**src/rtl/tkmh_pkg.sv**
```systemverilog
// ----------------------------------------------------------------------------
// tkmh_pkg
// Shared constants, types and helpers of the top-k min-heap core.
// ----------------------------------------------------------------------------
package tkmh_pkg;

    localparam int HEAP_DEPTH  = 64;
    localparam int IDX_W       = $clog2(HEAP_DEPTH);
    localparam int KID_W       = IDX_W + 2;
    localparam int CNT_W       = 7;
    localparam int DATA_W      = 32;
    localparam int IN_TDATA_W  = 64;
    localparam int OUT_TDATA_W = 104;
    localparam int PADDR_W     = 3;
    localparam int PDATA_W     = 32;

    localparam logic [1:0] REQ_OFFER = 2'd0;
    localparam logic [1:0] REQ_DUMP  = 2'd1;
    localparam logic [1:0] REQ_CLEAR = 2'd2;

    localparam logic [3:0] DP_NOP       = 4'd0;
    localparam logic [3:0] DP_LOAD      = 4'd1;
    localparam logic [3:0] DP_UP_RD     = 4'd2;
    localparam logic [3:0] DP_UP_STEP   = 4'd3;
    localparam logic [3:0] DP_DN_RD     = 4'd4;
    localparam logic [3:0] DP_DN_STEP   = 4'd5;
    localparam logic [3:0] DP_PUT_CARRY = 4'd6;
    localparam logic [3:0] DP_DUMP_RD   = 4'd7;
    localparam logic [3:0] DP_CLEAR     = 4'd8;

    typedef struct packed {
        logic [DATA_W-1:0] score;
        logic [DATA_W-1:0] id;
    } t_entry;

    typedef struct packed {
        logic [3:0] op;
        logic       inc_cnt;
        logic       emit;
        logic       entry;
        logic       last;
    } t_dp_cmd;

    typedef struct packed {
        logic push_ok;
        logic beat;
        logic pos_zero;
        logic par_zero;
        logic up_move;
        logic dn_kids;
        logic dn_move;
        logic dn_more;
        logic cnt_zero;
        logic dump_last;
    } t_dp_stat;

    typedef struct packed {
        logic [DATA_W-1:0] min_score;
        logic              is_full;
        logic [CNT_W-1:0]  held_count;
        logic [DATA_W-1:0] entry_score;
        logic [DATA_W-1:0] entry_id;
        logic              entry_valid;
        logic              last;
    } t_result;

    // A heap size of zero acts as one, and one above the depth acts as the depth.
    function automatic logic [CNT_W-1:0] eff_k(input logic [CNT_W-1:0] k);
        logic [CNT_W-1:0] r;
        r = k;
        if (k == '0) begin
            r = CNT_W'(1);
        end else if (k > CNT_W'(HEAP_DEPTH)) begin
            r = CNT_W'(HEAP_DEPTH);
        end
        return r;
    endfunction

endpackage

```
**src/rtl/tkmh_ctrl.sv**
```systemverilog
// ----------------------------------------------------------------------------
// tkmh_ctrl
// Request sequencer: decodes a request and steps the datapath through the
// sift-up, sift-down or dump walk, then hands out the results.
// ----------------------------------------------------------------------------
module tkmh_ctrl import tkmh_pkg::*; (
    input  logic       i_clk,
    input  logic       i_rst_n,
    input  logic       i_in_valid,
    input  logic [1:0] i_in_req,
    input  logic       i_out_free,
    input  t_dp_stat   i_stat,
    output logic       o_in_ready,
    output t_dp_cmd    o_cmd
);

    localparam logic [3:0] S_IDLE     = 4'd0;
    localparam logic [3:0] S_DECIDE   = 4'd1;
    localparam logic [3:0] S_UP_CMP   = 4'd2;
    localparam logic [3:0] S_UP_FIN   = 4'd3;
    localparam logic [3:0] S_DN_CMP   = 4'd4;
    localparam logic [3:0] S_DN_FIN   = 4'd5;
    localparam logic [3:0] S_DUMP_RD  = 4'd6;
    localparam logic [3:0] S_DUMP_OUT = 4'd7;
    localparam logic [3:0] S_EMIT     = 4'd8;

    logic [3:0] r_state;
    logic [3:0] n_state;
    logic [1:0] r_req;
    logic [1:0] n_req;

    always_comb begin
        n_state = r_state;
        n_req   = r_req;
        o_cmd   = '0;
        unique case (r_state)
            S_IDLE: begin
                if (i_in_valid) begin
                    o_cmd.op = DP_LOAD;
                    n_req    = i_in_req;
                    n_state  = S_DECIDE;
                end
            end
            S_DECIDE: begin
                n_state = S_EMIT;
                unique case (r_req)
                    REQ_OFFER: begin
                        if (i_stat.push_ok) begin
                            if (i_stat.pos_zero) begin
                                o_cmd.op      = DP_PUT_CARRY;
                                o_cmd.inc_cnt = 1'b1;
                            end else begin
                                o_cmd.op = DP_UP_RD;
                                n_state  = S_UP_CMP;
                            end
                        end else if (i_stat.beat) begin
                            if (i_stat.dn_kids) begin
                                o_cmd.op = DP_DN_RD;
                                n_state  = S_DN_CMP;
                            end else begin
                                o_cmd.op = DP_PUT_CARRY;
                            end
                        end
                    end
                    REQ_DUMP: begin
                        if (!i_stat.cnt_zero) begin
                            o_cmd.op = DP_DUMP_RD;
                            n_state  = S_DUMP_OUT;
                        end
                    end
                    REQ_CLEAR: begin
                        o_cmd.op = DP_CLEAR;
                    end
                    default: begin
                    end
                endcase
            end
            S_UP_CMP: begin
                if (i_stat.up_move) begin
                    o_cmd.op = DP_UP_STEP;
                    n_state  = i_stat.par_zero ? S_UP_FIN : S_UP_CMP;
                end else begin
                    o_cmd.op      = DP_PUT_CARRY;
                    o_cmd.inc_cnt = 1'b1;
                    n_state       = S_EMIT;
                end
            end
            S_UP_FIN: begin
                o_cmd.op      = DP_PUT_CARRY;
                o_cmd.inc_cnt = 1'b1;
                n_state       = S_EMIT;
            end
            S_DN_CMP: begin
                if (i_stat.dn_move) begin
                    o_cmd.op = DP_DN_STEP;
                    n_state  = i_stat.dn_more ? S_DN_CMP : S_DN_FIN;
                end else begin
                    o_cmd.op = DP_PUT_CARRY;
                    n_state  = S_EMIT;
                end
            end
            S_DN_FIN: begin
                o_cmd.op = DP_PUT_CARRY;
                n_state  = S_EMIT;
            end
            S_DUMP_RD: begin
                o_cmd.op = DP_DUMP_RD;
                n_state  = S_DUMP_OUT;
            end
            S_DUMP_OUT: begin
                if (i_out_free) begin
                    o_cmd.emit  = 1'b1;
                    o_cmd.entry = 1'b1;
                    o_cmd.last  = i_stat.dump_last;
                    n_state     = i_stat.dump_last ? S_IDLE : S_DUMP_RD;
                end
            end
            S_EMIT: begin
                if (i_out_free) begin
                    o_cmd.emit = 1'b1;
                    o_cmd.last = 1'b1;
                    n_state    = S_IDLE;
                end
            end
            default: begin
                n_state = S_IDLE;
            end
        endcase
    end

    always_ff @(posedge i_clk) begin
        if (!i_rst_n) begin
            r_state <= S_IDLE;
            r_req   <= REQ_OFFER;
        end else begin
            r_state <= n_state;
            r_req   <= n_req;
        end
    end

    assign o_in_ready = r_state == S_IDLE;

endmodule

```
**config.mk**
```make
export PLATFORM = sky130hd
export DESIGN_NAME = tkmh_ctrl
export DESIGN_NICKNAME = d
export VERILOG_FILES = /design/src/rtl/tkmh_pkg.sv /design/src/rtl/tkmh_ctrl.sv
export SDC_FILE = /design/constraint.sdc
export NUM_CORES = 1
export LEC_CHECK = 0
export ABC_AREA = 1
export BUFFER_PORTS_ARGS = -buffer_cell sky130_fd_sc_hd__buf_2
export CORE_AREA = 2 2 39 41
export DETAILED_ROUTE_END_ITERATION = 8
export DIE_AREA = 0 0 41 43
export GPL_TIMING_DRIVEN = 0
export HOLD_SLACK_MARGIN = 0.1
export PLACE_DENSITY = 0.8
export RECOVER_POWER = 25
export SETUP_SLACK_MARGIN = 0.4
export SYNTH_ARGS = -nofsm -noshare
export SYNTH_HDL_FRONTEND = slang
export SYNTH_SLANG_ARGS = --single-unit
```
**constraint.sdc**
```tcl
create_clock -name i_clk -period 2.6 [get_ports i_clk]
set_clock_uncertainty 0.1 [all_clocks]
set_input_delay 0.39 -clock i_clk [delete_from_list [all_inputs] [get_ports i_clk]]
set_output_delay 0.39 -clock i_clk [all_outputs]
set_load 0.03 [all_outputs]
```
## Word-level counts from Yosys, hierarchy flattened

Cells that the tools add are included.

| word-level totals | value |
|---|---|
| bits in registers | 6 |
| bits of input ports | 16 |
| word-level logic and storage cells | 55 |

| cells by class | value |
|---|---|
| equal/unequal tests | 13 |
| muxes and demuxes | 35 |
| reduce and logical (&&, ||, !) cells | 5 |

Operators by type and width:

| operator | number |
|---|---|
| 4-bit 2-to-1 mux | 11 |
| 4-bit one-hot mux with 8 select lines | 1 |
| 4-bit one-hot mux with 6 select lines | 1 |
| 3-bit 2-to-1 mux | 6 |
| 4-bit by 3-bit equality test with 1-bit output (second input constant) | 4 |
| 4-bit one-hot mux with 3 select lines | 1 |
| 1-bit 2-to-1 mux | 9 |
| 4-bit by 2-bit equality test with 1-bit output (second input constant) | 2 |
| 4-bit one-hot mux with 2 select lines | 1 |
| 2-bit inequality test (second input constant) | 3 |
| 4-bit by 1-bit equality test with 1-bit output (second input constant) | 1 |
| 4-bit equality test (second input constant) | 1 |
| 4-bit zero test | 1 |
| 2-bit 2-to-1 mux | 2 |
| 1-bit one-hot mux with 2 select lines | 2 |
| 1-bit one-hot mux with 3 select lines | 1 |
| 3-bit AND reduction | 1 |
| 2-bit by 1-bit equality test with 1-bit output (second input constant) | 1 |
| 2-bit equality test (second input constant) | 1 |
| 2-bit zero test | 1 |
| 2-bit AND reduction | 1 |
| 2-bit OR reduction | 1 |

## Longest topological paths before layout

| logic depth | value |
|---|---|
| depth in word-level cells | 5 |
| depth in mapped cells | 9 |
| mapped depth without buffers | 9 |

## Worst setup path after synthesis

No wires, ideal clock.

| path | value |
|---|---|
| kind | register -> output |
| start point | reg r_state[0] |
| end point | out o_cmd[0] (netlist bit) |
| arrival | 1.415 ns |
| path slack | 0.695 ns |
| cell stages (with the launch flop) | 6 |
| buffers on the path | 0 |
| path through | dfxtp_1 > nand2_1 > clkinv_2 > nand2_2 > a21oi_2 > o21a_1 |

RTL lines:

| item | RTL line | source |
|---|---|---|
| start: declaration | tkmh_ctrl.sv:27 | `logic [3:0] r_state;` |
| start signal: assignment | tkmh_ctrl.sv:136 | `r_state <= n_state;` |
| end: declaration | tkmh_ctrl.sv:14 | `output t_dp_cmd o_cmd` |

==> results summary <==
The run finished with clean final reports. The number of nets handed over by synthesis was 129. The fill cell instance count of the final layout is 154. The number of antenna diodes came out at 0. The min-delay analysis places its worst path in the category primary input to register. The number of global-route vias before repair is 725. The cell that appears most often on the critical path is sky130_fd_sc_hd__nand2_1.

After detailed routing, the number of remaining DRC violations is 0. The floorplan step set the die height to 43 um. The half-perimeter wire length after detailed placement came out at 1450 um. At the pin with the least slew margin, the transition time is 0.329 ns. The buffer levels on the longest clock path is 2. The critical path in this run is classified as register to output port.

The area taken by multi-input logic gates is 454 um2. The cell with the largest stage delay on the worst path is sky130_fd_sc_hd__dfxtp_1. The worst path uses 80.9% of the clock period. In the final timing run, aggregate negative setup slack is 0 ns. The synthesized design devotes to its leading area cell type 18.3% of total area. The floorplan core area came out at 1380 um2. The critical path goes through nand2_1 -> clkinvlp_2 -> nand2_1 -> a21oi_2 -> o21a_1 -> buf_2.

In the final layout, the share of cells above drive strength 1 is 32.9%. The starting density of the core is 47.5%. Static timing analysis puts the maximum clock frequency at 0.475 GHz. The worst ir drop on vdd is 0.339 mV. The peak per-stage delay on the critical path came out at 0.51 ns.

The wire length of the first global-routing pass is 2860 um. Entering global routing, the biggest net connects 8 pins. The global router's overall resource usage is 23.9%.

The startpoint class of the critical path is a register. The data arrival time of the critical path is 1.61 ns. The end-of-flow core utilization is 58.8%.

The number of buffers inserted for hold repair after clock tree synthesis is 0. The clock sink count is 6. The sequential cell area is 120 um2. The total count of max-transition violations in the final report came out at 0. Post-CTS repair changed the size of 0 cells.

In the layout the commonest cells are sky130_fd_sc_hd__nand2_1, sky130_fd_sc_hd__buf_2, sky130_fd_sc_hd__nor2_1, sky130_fd_sc_hd__inv_1. After the first detailed-routing iteration, the DRC count stood at 22. The critical path contains buffers and inverters numbering 2 combined. The first-pass iteration count of the detailed router came out at 4. The floorplan step set the die width to 41 um. Synthesis produced 113 cells. TritonCTS built the clock tree. The analysis attributes to cell leakage a power of 0.000447 uW.

The insertion delay of the later-clocked pin in the worst-skew pair is 0.24 ns. The number of setup buffers added after CTS came out at 0. Along the worst path, the maximum fanout reaches 6.

The number of primary I/O pins came out at 25. Counting flops and latches in the post-synthesis netlist gives 6. Setup repair after global routing left no endpoint under its margin.

The initial antenna violation count is 0. The power per cell area came out at 600 nW/um2. The net count of the finished layout is 158. The overall die area is 1760 um2. The floorplan has 14 rows. The worst setup path is captured at an output port. Sorting the synthesized cells by area gives the leading types as sky130_fd_sc_hd__dfxtp_1, sky130_fd_sc_hd__nand2_1, sky130_fd_sc_hd__inv_1, sky130_fd_sc_hd__nor2_1, sky130_fd_sc_hd__nand3_1.

The total clock buffers created by CTS came out at 3. The clock input transition at the sequential cells of the worst setup and hold paths is 0.04 ns. The per-cell routed wire length came out at 11.0 um.

The final count of hold timing violations was 0. Global routing finished with a remaining overflow of 0. The portion of the post-synthesis area used by sequential elements came out at 18.3%. The data required time of the worst path came out at 2.11 ns. After detailed routing, the number of vias per cell comes to 5.31. On the critical path the largest part of the delay comes from flip-flops.

The final-report setup violation count came out at 0. The total of buffers placed on input and output ports is 24. The time the final worst path needs with I/O delays and setup came out at 2.10 ns. The library cell used most frequently in the layout, excluding fill and tap cells, is sky130_fd_sc_hd__nand2_1. In this run the tightest slew margin relative to its limit is 78.0%. The synthesized netlist contains 25 unique library cells.

The number of levels in the clock H-tree is 1. The number of vias in the routed layout is 828. Compared with the post-synthesis result, the final layout area differs by 23.8%. The total wire length came out at 1710 um. The clock root buffer is sky130_fd_sc_hd__clkbuf_4. The synthesized design spends more area on one cell type than any other, namely sky130_fd_sc_hd__dfxtp_1. Max-cap violations in this run came to 0. The congestion estimate from routability-driven global placement came to 0.849.

The synthesized cell area is 657 um2. The number of warnings printed during yosys synthesis is 0. The count of nets left with antenna violations once routing finished came out at 0. The average cell area after synthesis is 5.81 um2.
[metrics by stage]
step	cells	area [um2]	total power (uW)	hold slack, ns	worst slack, ns
5_1_grt	156	813	530	0.313	0.373
4_1_cts	156	820	495	0.268	0.545
2_1_floorplan	113	657	337	0.371	0.695
3_3_place_gp	153	797	400	0.397	0.815
6_report	156	813	488	0.271	0.496
3_5_place_dp	153	797	405	0.403	0.822
[synthesized netlist by cell type, drive strengths merged]
cell	n
a21oi	9
nand4	2
inv	19
nand3b	1
nor3	2
o221ai	1
clkinv	1
nor2	21
nor4	1
o211ai	1
nand2	32
dfxtp	6
o21a	1
o21ai	6
o2111ai	1
nand3	9
[area by class of cell]
| type | instances | area share (%) |
|---|---|---|
| sequential | 6 | 14.8 |
| inverter | 20 | 9.38 |
| clock buffer | 3 | 2.77 |
| timing repair buffer | 24 | 14.8 |
| tap | 16 | 2.46 |
| multi-input combinational | 87 | 55.8 |
[path summary, 6_finish.rpt]
path / from / slack (ns) / cells after the start / to
min reg2reg: r_req[0] / 0.41 / 2 / r_req[0]
max: r_state[0] / 0.50 / 6 / o_cmd[0]
min: i_rst_n / 0.27 / 3 / r_state[3]
max reg2reg: r_state[0] / 1.07 / 7 / r_state[0]
[state kept, by name, indices dropped and copies added, names as in the netlist]
signal,count
r_req,2
r_state,4
[power breakdown]
group / switching (uW) / internal (uW)
Clock: 32.5 / 52.1
Combinational: 181 / 88.4
Sequential: 25.9 / 107
Total: 240 / 248
[worst reg2reg max path, cell delays in order, from the launching register on]
cell and delay [ns]:
sky130_fd_sc_hd__dfxtp_1 0.39, sky130_fd_sc_hd__nand2_1 0.12, sky130_fd_sc_hd__clkinvlp_2 0.18, sky130_fd_sc_hd__nand2_1 0.18, sky130_fd_sc_hd__nand2_2 0.07, sky130_fd_sc_hd__a21oi_1 0.20, sky130_fd_sc_hd__nand2_1 0.10, sky130_fd_sc_hd__a21oi_2 0.12
[routing by layer]
| metal | track usage (%) | vias up | routed length [um] |
|---|---|---|---|
| met5 | 0 | - | 0 |
| met2 | 38.8 | 27 | 911 |
| met4 | 12.0 | 0 | 27 |
| li1 | - | 420 | - |
| met1 | 29.0 | 378 | 683 |
| met3 | 3.14 | 3 | 88 |
[cell families after synthesis]
logic type | share of synthesized area (%)
buffers and inverters | 11.6
DFF | 18.3
AOI/OAI and AO/OA | 18.7
and+or+nand+nor | 51.4
Note: power is estimated with default switching activity, not from simulation.
